`src/hw/rtl/udw_pkg.sv`:
```
// Shared types, constants and the column width function of the UTF-8 width decoder.
package udw_pkg;

  localparam int CP_BITS = 21;

  localparam logic [CP_BITS-1:0] REPL_CP = 21'h00FFFD;

  // Kind of the result that closes a byte's beats, after any flushed bytes.
  typedef enum logic [1:0] {
    TAIL_NONE,
    TAIL_POINT,
    TAIL_END
  } udw_tail_t;

  // Work that one accepted byte leaves for the result side.
  typedef struct packed {
    logic [1:0]         flush;
    udw_tail_t          tail;
    logic [CP_BITS-1:0] tail_cp;
    logic               tail_rep;
    logic [1:0]         tail_width;
  } udw_plan_t;

  localparam int ZERO_N = 13;
  localparam int WIDE_N = 15;

  localparam logic [CP_BITS-1:0] ZERO_LO [ZERO_N] = '{
    21'h0300, 21'h0483, 21'h0591, 21'h0610, 21'h064B, 21'h0E31, 21'h1AB0,
    21'h1DC0, 21'h200B, 21'h20D0, 21'hFE00, 21'hFE20, 21'hFEFF
  };
  localparam logic [CP_BITS-1:0] ZERO_HI [ZERO_N] = '{
    21'h036F, 21'h0489, 21'h05BD, 21'h061A, 21'h065F, 21'h0E3A, 21'h1AFF,
    21'h1DFF, 21'h200D, 21'h20F0, 21'hFE0F, 21'hFE2F, 21'hFEFF
  };

  localparam logic [CP_BITS-1:0] WIDE_LO [WIDE_N] = '{
    21'h01100, 21'h02E80, 21'h03041, 21'h03400, 21'h04E00, 21'h0A000,
    21'h0AC00, 21'h0F900, 21'h0FE30, 21'h0FF00, 21'h0FFE0, 21'h1F300,
    21'h1F680, 21'h1F900, 21'h20000
  };
  localparam logic [CP_BITS-1:0] WIDE_HI [WIDE_N] = '{
    21'h0115F, 21'h0303E, 21'h033FF, 21'h04DBF, 21'h09FFF, 21'h0A4CF,
    21'h0D7A3, 21'h0FAFF, 21'h0FE6F, 21'h0FF60, 21'h0FFE6, 21'h1F64F,
    21'h1F6FF, 21'h1F9FF, 21'h3FFFD
  };

  // Terminal columns of a code point: zero-width spans win over wide spans.
  function automatic logic [1:0] cp_columns(input logic [CP_BITS-1:0] cp);
    logic zero_hit;
    logic wide_hit;
    zero_hit = (cp < 21'h20) || ((cp >= 21'h7F) && (cp < 21'hA0));
    wide_hit = 1'b0;
    for (int i = 0; i < ZERO_N; i++) begin
      if ((cp >= ZERO_LO[i]) && (cp <= ZERO_HI[i])) zero_hit = 1'b1;
    end
    for (int j = 0; j < WIDE_N; j++) begin
      if ((cp >= WIDE_LO[j]) && (cp <= WIDE_HI[j])) wide_hit = 1'b1;
    end
    if (zero_hit) return 2'd0;
    if (wide_hit) return 2'd2;
    return 2'd1;
  endfunction

endpackage

```
`src/hw/rtl/udw_decode.sv`:
```
// Byte-level UTF-8 sequence tracker that turns each accepted byte into a result plan.
module udw_decode (
  input  logic              clk,
  input  logic              rst_n,
  input  logic              fire,
  input  logic [7:0]        text_byte,
  output udw_pkg::udw_plan_t plan
);
  import udw_pkg::*;

  localparam logic [7:0] CONT_MASK  = 8'hC0;
  localparam logic [7:0] CONT_TAG   = 8'h80;
  localparam logic [7:0] LEAD2_MASK = 8'hE0;
  localparam logic [7:0] LEAD2_TAG  = 8'hC0;
  localparam logic [7:0] LEAD3_MASK = 8'hF0;
  localparam logic [7:0] LEAD3_TAG  = 8'hE0;
  localparam logic [7:0] LEAD4_MASK = 8'hF8;
  localparam logic [7:0] LEAD4_TAG  = 8'hF0;

  logic [CP_BITS-1:0] partial_r, partial_nxt;
  logic [1:0]         needed_r, needed_nxt;
  logic [1:0]         taken_r, taken_nxt;
  logic [CP_BITS-1:0] joined;
  logic               fresh;

  assign joined = {partial_r[CP_BITS-7:0], text_byte[5:0]};

  always_comb begin
    partial_nxt     = partial_r;
    needed_nxt      = needed_r;
    taken_nxt       = taken_r;
    fresh           = 1'b1;
    plan.flush      = 2'd0;
    plan.tail       = TAIL_NONE;
    plan.tail_cp    = '0;
    plan.tail_rep   = 1'b0;

    if (needed_r != 2'd0) begin
      if ((text_byte & CONT_MASK) == CONT_TAG) begin
        fresh       = 1'b0;
        partial_nxt = joined;
        needed_nxt  = needed_r - 2'd1;
        taken_nxt   = taken_r + 2'd1;
        if (needed_r == 2'd1) begin
          plan.tail    = TAIL_POINT;
          plan.tail_cp = joined;
          partial_nxt  = '0;
          taken_nxt    = 2'd0;
        end
      end else begin
        // broken sequence: flush what was held, then decode this byte afresh
        plan.flush  = taken_r;
        partial_nxt = '0;
        needed_nxt  = 2'd0;
        taken_nxt   = 2'd0;
      end
    end

    if (fresh) begin
      if (text_byte == 8'h00) begin
        plan.tail = TAIL_END;
      end else if (!text_byte[7]) begin
        plan.tail    = TAIL_POINT;
        plan.tail_cp = {{(CP_BITS-8){1'b0}}, text_byte};
      end else if ((text_byte & LEAD2_MASK) == LEAD2_TAG) begin
        partial_nxt = {{(CP_BITS-5){1'b0}}, text_byte[4:0]};
        needed_nxt  = 2'd1;
        taken_nxt   = 2'd1;
      end else if ((text_byte & LEAD3_MASK) == LEAD3_TAG) begin
        partial_nxt = {{(CP_BITS-4){1'b0}}, text_byte[3:0]};
        needed_nxt  = 2'd2;
        taken_nxt   = 2'd1;
      end else if ((text_byte & LEAD4_MASK) == LEAD4_TAG) begin
        partial_nxt = {{(CP_BITS-3){1'b0}}, text_byte[2:0]};
        needed_nxt  = 2'd3;
        taken_nxt   = 2'd1;
      end else begin
        plan.tail     = TAIL_POINT;
        plan.tail_cp  = REPL_CP;
        plan.tail_rep = 1'b1;
      end
    end

    plan.tail_width = cp_columns(plan.tail_cp);
  end

  always_ff @(posedge clk) begin
    if (!rst_n) begin
      partial_r <= '0;
      needed_r  <= 2'd0;
      taken_r   <= 2'd0;
    end else if (fire) begin
      partial_r <= partial_nxt;
      needed_r  <= needed_nxt;
      taken_r   <= taken_nxt;
    end
  end

endmodule

```
`src/hw/rtl/utf8_decode_display_width.sv`:
```
// Top level of the streaming UTF-8 decoder with terminal column width and text totals.
//
//   channel | direction | handshake            | payload
//   --------+-----------+----------------------+------------------------------------------
//   in_     | input     | in_valid / in_ready  | in_text_byte
//   out_    | output    | out_valid / out_ready| code_point, column_width, is_replacement,
//           |           |                      | total_width, point_count, end_of_text,
//           |           |                      | last_result
//
// A byte that yields one result, or none, is taken every cycle while out_ready holds; a
// byte with more results holds the input side until its last beat is sent, since the
// result register sends one beat per cycle. A byte passes the plan, then the result register.
// Reset (rst_n low, synchronous) clears the sequence state, the plan and the totals.
// A stalled out_ready holds the result register; the plan register still takes one
// more byte, so the input stops only once both are full.
module utf8_decode_display_width #(
  parameter int COUNT_BITS = 32
) (
  input  logic        clk,
  input  logic        rst_n,
  input  logic        in_valid,
  output logic        in_ready,
  input  logic [7:0]  in_text_byte,
  output logic        out_valid,
  input  logic        out_ready,
  output logic [20:0] out_code_point,
  output logic [1:0]  out_column_width,
  output logic        out_is_replacement,
  output logic [31:0] out_total_width,
  output logic [31:0] out_point_count,
  output logic        out_end_of_text,
  output logic        out_last_result
);
  import udw_pkg::*;

  // Decoder: sequence state and the plan of result beats for each byte.
  udw_plan_t dec_plan;
  logic      in_fire;

  udw_decode u_decode (
    .clk       (clk),
    .rst_n     (rst_n),
    .fire      (in_fire),
    .text_byte (in_text_byte),
    .plan      (dec_plan)
  );

  // Plan register: flushed replacement bytes first, then the tail result.
  udw_plan_t plan_r, plan_nxt;
  logic      plan_busy;
  logic      plan_last;
  logic      emit_fire;

  assign plan_busy = (plan_r.flush != 2'd0) || (plan_r.tail != TAIL_NONE);
  assign plan_last = ((plan_r.flush == 2'd1) && (plan_r.tail == TAIL_NONE)) ||
                     ((plan_r.flush == 2'd0) && (plan_r.tail != TAIL_NONE));

  // Emit one beat whenever the result register is free or being drained.
  assign emit_fire = plan_busy && (!out_valid || out_ready);
  assign in_ready  = !plan_busy || (plan_last && emit_fire);
  assign in_fire   = in_valid && in_ready;

  always_comb begin
    plan_nxt = plan_r;
    if (in_fire) begin
      plan_nxt = dec_plan;
    end else if (emit_fire) begin
      if (plan_r.flush != 2'd0) plan_nxt.flush = plan_r.flush - 2'd1;
      else                      plan_nxt.tail  = TAIL_NONE;
    end
  end

  // Clear the whole plan on reset; an empty plan has no flush and no tail.
  always_ff @(posedge clk) begin
    if (!rst_n) begin
      plan_r <= '0;
    end else begin
      plan_r <= plan_nxt;
    end
  end

  // Current beat taken from the plan.
  logic [CP_BITS-1:0] e_cp;
  logic [1:0]         e_width;
  logic               e_rep;
  logic               e_end;
  logic               e_last;

  always_comb begin
    if (plan_r.flush != 2'd0) begin
      e_cp    = REPL_CP;
      e_width = 2'd1;
      e_rep   = 1'b1;
      e_end   = 1'b0;
      e_last  = (plan_r.flush == 2'd1) && (plan_r.tail == TAIL_NONE);
    end else begin
      e_cp    = plan_r.tail_cp;
      e_width = plan_r.tail_width;
      e_rep   = plan_r.tail_rep;
      e_end   = (plan_r.tail == TAIL_END);
      e_last  = 1'b1;
    end
  end

  // Running totals, saturating at all ones; the end beat shows them and clears them.
  logic [COUNT_BITS-1:0] width_sum_r, width_sum_nxt;
  logic [COUNT_BITS-1:0] point_total_r, point_total_nxt;
  logic [COUNT_BITS:0]   width_add;
  logic [COUNT_BITS:0]   point_add;
  logic [COUNT_BITS-1:0] width_sat;
  logic [COUNT_BITS-1:0] point_sat;
  logic [COUNT_BITS-1:0] shown_width;
  logic [COUNT_BITS-1:0] shown_points;
  logic [31:0]           shown_width_lo;
  logic [31:0]           shown_points_lo;

  assign width_add = {1'b0, width_sum_r} + {{(COUNT_BITS-1){1'b0}}, e_width};
  assign point_add = {1'b0, point_total_r} + {{COUNT_BITS{1'b0}}, 1'b1};
  assign width_sat = width_add[COUNT_BITS] ? {COUNT_BITS{1'b1}} : width_add[COUNT_BITS-1:0];
  assign point_sat = point_add[COUNT_BITS] ? {COUNT_BITS{1'b1}} : point_add[COUNT_BITS-1:0];

  always_comb begin
    if (e_end) begin
      shown_width     = width_sum_r;
      shown_points    = point_total_r;
      width_sum_nxt   = '0;
      point_total_nxt = '0;
    end else begin
      shown_width     = width_sat;
      shown_points    = point_sat;
      width_sum_nxt   = width_sat;
      point_total_nxt = point_sat;
    end
  end

  // Show the low 32 bits of the totals; zero-extend narrow counters.
  generate
    if (COUNT_BITS >= 32) begin : g_wide_count
      assign shown_width_lo  = shown_width[31:0];
      assign shown_points_lo = shown_points[31:0];
    end else begin : g_narrow_count
      assign shown_width_lo  = {{(32-COUNT_BITS){1'b0}}, shown_width};
      assign shown_points_lo = {{(32-COUNT_BITS){1'b0}}, shown_points};
    end
  endgenerate

  always_ff @(posedge clk) begin
    if (!rst_n) begin
      width_sum_r   <= '0;
      point_total_r <= '0;
    end else if (emit_fire) begin
      width_sum_r   <= width_sum_nxt;
      point_total_r <= point_total_nxt;
    end
  end

  // Result register: advance on each emitted beat, drop valid once taken.
  logic out_valid_r;

  always_ff @(posedge clk) begin
    if (!rst_n) begin
      out_valid_r <= 1'b0;
    end else if (emit_fire) begin
      out_valid_r <= 1'b1;
    end else if (out_ready) begin
      out_valid_r <= 1'b0;
    end
  end

  logic [20:0] out_code_point_r;
  logic [1:0]  out_column_width_r;
  logic        out_is_replacement_r;
  logic [31:0] out_total_width_r;
  logic [31:0] out_point_count_r;
  logic        out_end_of_text_r;
  logic        out_last_result_r;

  always_ff @(posedge clk) begin
    if (emit_fire) begin
      out_code_point_r     <= e_cp;
      out_column_width_r   <= e_width;
      out_is_replacement_r <= e_rep;
      out_total_width_r    <= shown_width_lo;
      out_point_count_r    <= shown_points_lo;
      out_end_of_text_r    <= e_end;
      out_last_result_r    <= e_last;
    end
  end

  assign out_valid          = out_valid_r;
  assign out_code_point     = out_code_point_r;
  assign out_column_width   = out_column_width_r;
  assign out_is_replacement = out_is_replacement_r;
  assign out_total_width    = out_total_width_r;
  assign out_point_count    = out_point_count_r;
  assign out_end_of_text    = out_end_of_text_r;
  assign out_last_result    = out_last_result_r;

endmodule

```
`config.mk`:
```
export PLATFORM = sky130hd
export DESIGN_NAME = utf8_decode_display_width
export DESIGN_NICKNAME = d
export VERILOG_FILES = /design/src/hw/rtl/udw_pkg.sv /design/src/hw/rtl/udw_decode.sv /design/src/hw/rtl/utf8_decode_display_width.sv
export SDC_FILE = /design/constraint.sdc
export NUM_CORES = 1
export LEC_CHECK = 0
export BUFFER_PORTS_ARGS = -buffer_cell sky130_fd_sc_hd__buf_2
export CORE_MARGIN = 2
export CORE_UTILIZATION = 55
export CTS_CLUSTER_DIAMETER = 200
export CTS_CLUSTER_SIZE = 14
export DETAILED_ROUTE_END_ITERATION = 8
export PLACE_DENSITY = 0.83
export SYNTH_ARGS = -nofsm -noshare
export SYNTH_HDL_FRONTEND = slang
export SYNTH_SLANG_ARGS = --single-unit
```
`constraint.sdc`:
```
create_clock -name clk -period 7 [get_ports clk]
set_clock_uncertainty 0.2 [all_clocks]
set_input_delay 1.75 -clock clk [delete_from_list [all_inputs] [get_ports clk]]
set_output_delay 1.75 -clock clk [all_outputs]
set_load 0.01 [all_outputs]
```
After elaboration in Yosys (flattened, before gate mapping)
Cells that the tools add are included.
{"block": "totals", "regBits": 208, "output_inout_bits": 92, "wordCells": 231}
{"block": "op_classes", "magnitude_cmp": 59, "eq_ne": 8, "add_sub_neg": 5, "n_reduce_logical": 52, "muxes": 89}
{"operator": "21-bit by 16-bit less-or-equal comparator with 1-bit output (second input constant)", "n": 10}
{"operator": "32-bit 2-to-1 mux", "n": 6}
{"operator": "21-bit by 16-bit greater-or-equal comparator with 1-bit output (second input constant)", "n": 9}
{"operator": "21-bit 2-to-1 mux", "n": 9}
{"operator": "21-bit by 14-bit greater-or-equal comparator with 1-bit output (second input constant)", "n": 5}
{"operator": "24-bit 2-to-1 mux", "n": 4}
{"operator": "21-bit by 11-bit greater-or-equal comparator with 1-bit output (second input constant)", "n": 4}
{"operator": "21-bit by 11-bit less-or-equal comparator with 1-bit output (second input constant)", "n": 4}
{"operator": "21-bit by 14-bit less-or-equal comparator with 1-bit output (second input constant)", "n": 4}
{"operator": "22-bit 2-to-1 mux", "n": 3}
{"operator": "21-bit by 13-bit greater-or-equal comparator with 1-bit output (second input constant)", "n": 3}
{"operator": "21-bit by 17-bit greater-or-equal comparator with 1-bit output (second input constant)", "n": 3}
{"operator": "21-bit by 13-bit less-or-equal comparator with 1-bit output (second input constant)", "n": 3}
{"operator": "21-bit by 17-bit less-or-equal comparator with 1-bit output (second input constant)", "n": 3}
{"operator": "2-bit 2-to-1 mux", "n": 26}
{"operator": "1-bit 2-to-1 mux", "n": 37}
{"operator": "1-bit logical AND", "n": 34}
{"operator": "32-bit by 1-bit adder with 33-bit output (second input constant)", "n": 1}
{"operator": "32-bit by 2-bit adder with 33-bit output", "n": 1}
{"operator": "25-bit 2-to-1 mux", "n": 1}
{"operator": "23-bit 2-to-1 mux", "n": 1}
{"operator": "21-bit by 10-bit greater-or-equal comparator with 1-bit output (second input constant)", "n": 1}
{"operator": "21-bit by 12-bit greater-or-equal comparator with 1-bit output (second input constant)", "n": 1}
{"operator": "21-bit by 15-bit greater-or-equal comparator with 1-bit output (second input constant)", "n": 1}
{"operator": "other kinds (23)", "n": 39}

Depth between registers and ports, before layout
{"block": "logic_depth", "depth_word": 31, "mapped_depth": 18, "ltp_nobuf": 14}

Modules after synthesis
A second synthesis with hierarchy kept.
{"block": "hier_totals", "hier_cells": 1348, "area_unflattened_um2": 11489.8}
{"mod": "utf8_decode_display_width", "cells_per_inst": 858, "n_inst": 1, "area_each_um2": 8356.8, "seq_area_each_um2": 4564.4}
{"mod": "udw_decode", "cells_per_inst": 490, "n_inst": 1, "area_each_um2": 3133.0, "seq_area_each_um2": 380.4}

Worst setup path before layout
OpenSTA, ideal clock, no wires.
{"block": "synth_timing", "path_kind": "input -> register", "start": "input port out_ready", "end": "register out_code_point_r[0], in the netlist out_code_point[0], enable pin", "path_stages": 5, "required_ns": 6.311, "setup_time_ns": 0.489, "t_arrival_ns": 5.036, "n_path_buf": 2, "setup_slack_ns": 1.274, "cell_sequence": "nand2b_1 > nand2_1 > clkinv_1 > clkbuf_1 > clkbuf_1"}
{"block": "synth_via", "elab_chain_len": 2}
{"element": "start, declared", "line_no": "utf8_decode_display_width.sv:25", "source": "input logic out_ready,"}
{"element": "1-bit logical OR", "line_no": "utf8_decode_display_width.sv:59", "source": "assign emit_fire = plan_busy && (!out_valid || out_ready);"}
{"element": "1-bit logical AND", "line_no": "utf8_decode_display_width.sv:59"}
{"element": "named net emit_fire", "line_no": "utf8_decode_display_width.sv:52", "source": "logic emit_fire;"}
{"element": "end signal, assigned", "line_no": "utf8_decode_display_width.sv:180", "source": "out_code_point_r <= e_cp;"}
{"element": "end, declared", "line_no": "utf8_decode_display_width.sv:170", "source": "logic [20:0] out_code_point_r;"}
The timed path passes the listed nets, and every way through them passes these cells.
A chain may end at the register's enable or synchronous reset.

Worst setup path in the final report
{"block": "layout_timing", "start": "input port in_text_byte[7]", "end": "register plan_r[1] in the netlist's numbering"}
{"block": "layout_via", "elab_chain_len": 30, "elab_cells_between_ends": 138, "classes_between": "59 x order compare; 4 x eq/ne; 44 x mux; 31 x reduce/logical"}
{"element": "start, declared", "line_no": "utf8_decode_display_width.sv:23", "source": "input logic [7:0] in_text_byte,"}
{"element": "2-bit equality test", "line_no": "udw_decode.sv:39", "source": "if ((text_byte & CONT_MASK) == CONT_TAG) begin"}
{"element": "22-bit 2-to-1 mux", "line_no": "udw_decode.sv:39"}
{"element": "25-bit 2-to-1 mux", "line_no": "udw_decode.sv:38", "source": "if (needed_r != 2'd0) begin"}
{"element": "24-bit 2-to-1 mux", "line_no": "udw_decode.sv:73", "source": "end else if ((text_byte & LEAD4_MASK) == LEAD4_TAG) begin"}
{"element": "24-bit 2-to-1 mux", "line_no": "udw_decode.sv:69", "source": "end else if ((text_byte & LEAD3_MASK) == LEAD3_TAG) begin"}
{"element": "24-bit 2-to-1 mux", "line_no": "udw_decode.sv:65", "source": "end else if ((text_byte & LEAD2_MASK) == LEAD2_TAG) begin"}
{"element": "23-bit 2-to-1 mux", "line_no": "udw_decode.sv:62", "source": "end else if (!text_byte[7]) begin"}
{"element": "22-bit 2-to-1 mux", "line_no": "udw_decode.sv:60", "source": "if (text_byte == 8'h00) begin"}
{"element": "24-bit 2-to-1 mux (*)", "line_no": "udw_decode.sv:59", "source": "if (fresh) begin"}
{"element": "21-bit by 13-bit greater-or-equal comparator with 1-bit output / 21-bit by 13-bit less-or-equal comparator with 1-bit output (equally long branches)", "line_no": "udw_pkg.sv:57", "source": "if ((cp >= WIDE_LO[j]) && (cp <= WIDE_HI[j])) wide_hit = 1'b1;"}
{"element": "1-bit logical AND", "line_no": "udw_pkg.sv:57"}
{"element": "1-bit 2-to-1 mux (15 in a row)", "line_no": "udw_pkg.sv:57"}
{"element": "1-bit 2-to-1 mux (2 in a row)", "line_no": "udw_pkg.sv:60", "source": "if (wide_hit) return 2'd2;"}
{"element": "2-bit 2-to-1 mux", "line_no": "udw_pkg.sv:61", "source": "return 2'd1;"}
{"element": "2-bit 2-to-1 mux (*)", "line_no": "udw_pkg.sv:60"}
{"element": "end signal, assigned", "line_no": "utf8_decode_display_width.sv:78", "source": "plan_r <= plan_nxt;"}
{"element": "end, declared", "line_no": "utf8_decode_display_width.sv:49", "source": "udw_plan_t plan_r, plan_nxt;"}
Mark *: on every way between the ends. The rest lies on a longest branch, timed or not. The select of a mux whose other input is x is not followed.

==> run metrics <==
most common library cell in the layout ignoring fill and taps a21oi_1; max incr delay on CP 0.79 ns; vias 12100; worst skew pair latency 0.50 ns; hold buffers post-CTS 0; antenna-violating nets left 0; Critical Path Start in_text_byte[7]; Hold Path Origin plan_r[22]; maximum fanout along the worst path 30; total clock sinks 202; design area 12700 um2; switching power as a share of total power 28.1%; fraction of final layout cells sized beyond drive strength 1 12.1%; number of antenna violations at the first check in global routing 0; final number of max-transition violations 0; routability cong. 1.02; Initial Utilization between 50 and 60%; diode insertion count for antenna repair 0; Worst path slowest cell nor2_1; count of nets after finishing 1494; area of the core 20900 um2; Lkg Pwr 4.49 nW; chip height 149 um; share of the yosys chip area belonging to registers 42.6%; cells traversed along the worst timing path buf_2 -> clkinv_1 -> o2bb2ai_1 -> nor2_1 -> buf_4 -> o32a_1 -> a2111oi_0 -> or4_1 -> nand4b_1 -> nor4_1 -> a32o_1; Starting DRT DRC Count 1353; Vias/cell 6.88; slew at the pin closest to its max-slew limit about 1.3 ns; power density relative to cell area 208 nW/um2; Most used DFF post-synth dfxtp_1; layout-stage area growth over the synthesis result 9.76%; TritonRoute pass-1 iters 7; buffers added on ports ~100; number of global-route vias before repair approximately 11000; wire length after detailed routing 39700 um; Post-Route Setup TNS 0 ns; # H-tree levels 1; data required time of the critical path 7.24 ns; Core Rows 53; critical path class in2reg; wire length of the first global-routing pass 61400 um; synth unique cells 81; clock tree from TritonCTS yes; final HPWL from detailed placement 27300 um; Root Buffer Master clkbuf_16; Hold Path Class reg2reg; synthesized cell area 11600 um2; buffers inserted by post-CTS timing repair 0; met1 GRT Util 48.3%; post-detailed-route wirelength per cell between 20 and 25 um; buffers from clock root to sink, at most 3; full die area 22300 um2; fraction of met3 tracks used by global routing between 4 and 5%; relative contribution of sequential cells to total power 50.1%; internal cell power 0.00191 W; peak clock frequency supported by timing 0.191 GHz; Remaining DRCs 0; GR Util met2 55.6%; Fin Hold WS 0.252 ns; largest net degree at the start of global routing 92; top-level port count about 100; number of synthesized register bits 202; highest-utilization routing layer at the global route stage met2; top library cells by usage in the layout, fill and taps aside 200 x a21oi_1, 156 x nor2_1, 143 x nand2_1; origin of the critical flop-to-flop path u_decode.needed_r[0]; critical path launch point type input port; max-cap viol count 0; run status complete, no violations; Crit path arrival time 5.48 ns; post-route minimum period 5.24 ns; Layout fillers ~1800; CTS buffer count 18; Net Count, Synth 1464; cells after synthesis roughly 1400; switching power 0.000746 W; number of enable flip-flop cells after synthesis 90; Tcrit/Tclk final between 70% and 80%; die width ~150 um; relative slew slack 15.9%; clock network power share a little over a third; Setup violations, final 0; clock-pin transition on the worst setup and hold timing paths 0.07 ns; aggregate global-route resource usage 35.1%; combinational share of power 15.0%; setup repair after global routing missed its margin no; maximum vdd drop just under 0.0002 V; Warnings, synthesis 0; Async SR Flop Fraction 0%; gr ovfl total 0; Placed Area 12200 um2; final hold violations 0; CTS resizes 0; average instance area after synthesis about 8.0 um2; capturing element type of the critical path register
cell usage after synthesis, types with 6 or more instances:
cell | instances | share of area [%]
o22ai_1 | 7 | 0.38
dfxtp_1 | 112 | 19
ha_1 | 7 | 0.75
o211ai_1 | 6 | 0.39
nand3_1 | 76 | 3.3
a22oi_1 | 17 | 1.1
nand2b_1 | 23 | 1.2
a32oi_1 | 7 | 0.53
and2_1 | 14 | 0.75
edfxtp_1 | 90 | 23
a311oi_1 | 8 | 0.60
inv_1 | 20 | 0.65
nand2_1 | 144 | 4.7
buf_2 | 13 | 0.56
nand4_1 | 20 | 1.1
a211oi_1 | 27 | 1.7
nor4_1 | 15 | 0.81
a21oi_1 | 200 | 8.6
or3_1 | 11 | 0.59
or4_1 | 7 | 0.45
nor3_1 | 69 | 3.0
buf_1 | 9 | 0.29
o21ai_0 | 89 | 3.8
nor2_1 | 156 | 5.0
a31oi_1 | 49 | 2.6
o31ai_1 | 9 | 0.58
clkbuf_1 | 93 | 3.0
and3_1 | 27 | 1.5
nand4b_1 | 9 | 0.68
final cells by class:
type,count,area [um2],area share (%)
clock buffers,30,495,3.89
clock inverters,2,25.0,0.196
inverters,22,87.6,0.688
multi-input cells,1100,6110,48.0
flip-flops and latches,202,4940,38.8
well taps,275,344,2.70
repair buffers,130,731,5.74
critical path, delay by kind of cell:
kind	cells	cell delay, ns
compound gates	4	0.70
simple gates	4	1.82
buf+inv	3	1.20
logic make-up after synthesis:
logic type | Yosys count | share of synthesized area (%)
adders and majority gates | 8 | 0.927
muxes | 5 | 0.485
xor gates and xnor gates | 1 | 0.0755
DFF | 202 | 42.6
and+or+nand+nor | 612 | 26.2
buffers and inverters | 142 | 4.89
AOI/OAI and AO/OA | 474 | 24.8
sequential cells by signal (all words and copies together) (netlist names), 15 cells and up:
signal and count:
out_point_count 32, out_code_point 21, point_total_r 32, width_sum_r 32
plan_r 28, out_total_width 32, u_decode.partial_r 15
per-layer routing:
layer  up-vias  share of wire, %
li1       5447                 -
met1      5694                40
met2       830                45
met3       147               9.6
met4         0               5.1
met5         -                 0
power by group through the flow:
stage                     clock network, W  logic [W]  registers, W
after floorplan                          0   0.000217       0.00138
after global placement                   0   0.000392       0.00135
after detailed placement                 0   0.000388       0.00136
after CTS                         0.000942   0.000390       0.00133
after global routing              0.000976   0.000427       0.00134
final                             0.000927   0.000397       0.00133
worst paths after layout:
check | end | slack, ns | cells past startpoint
worst min register to register | plan_r[22] | 0.25 | 2
worst max-delay path | plan_r[1] | 1.76 | 11
worst max register to register | plan_r[1] | 2.33 | 11
worst min-delay path | plan_r[22] | 0.25 | 2
stage by stage:
step / power [W] / cells / util (%) / worst slack (ns)
after global routing: 0.00274 / 1761 / 61.0 / 1.54
after detailed placement: 0.00174 / 1729 / 58.5 / 1.37
after floorplan: 0.00160 / 1444 / - / 1.27
after global placement: 0.00175 / 1729 / 58.5 / 1.45
after CTS: 0.00266 / 1761 / 61.0 / 1.86
final: 0.00265 / 1761 / 61.0 / 1.76
No activity file was read; power rests on OpenSTA's default activity.
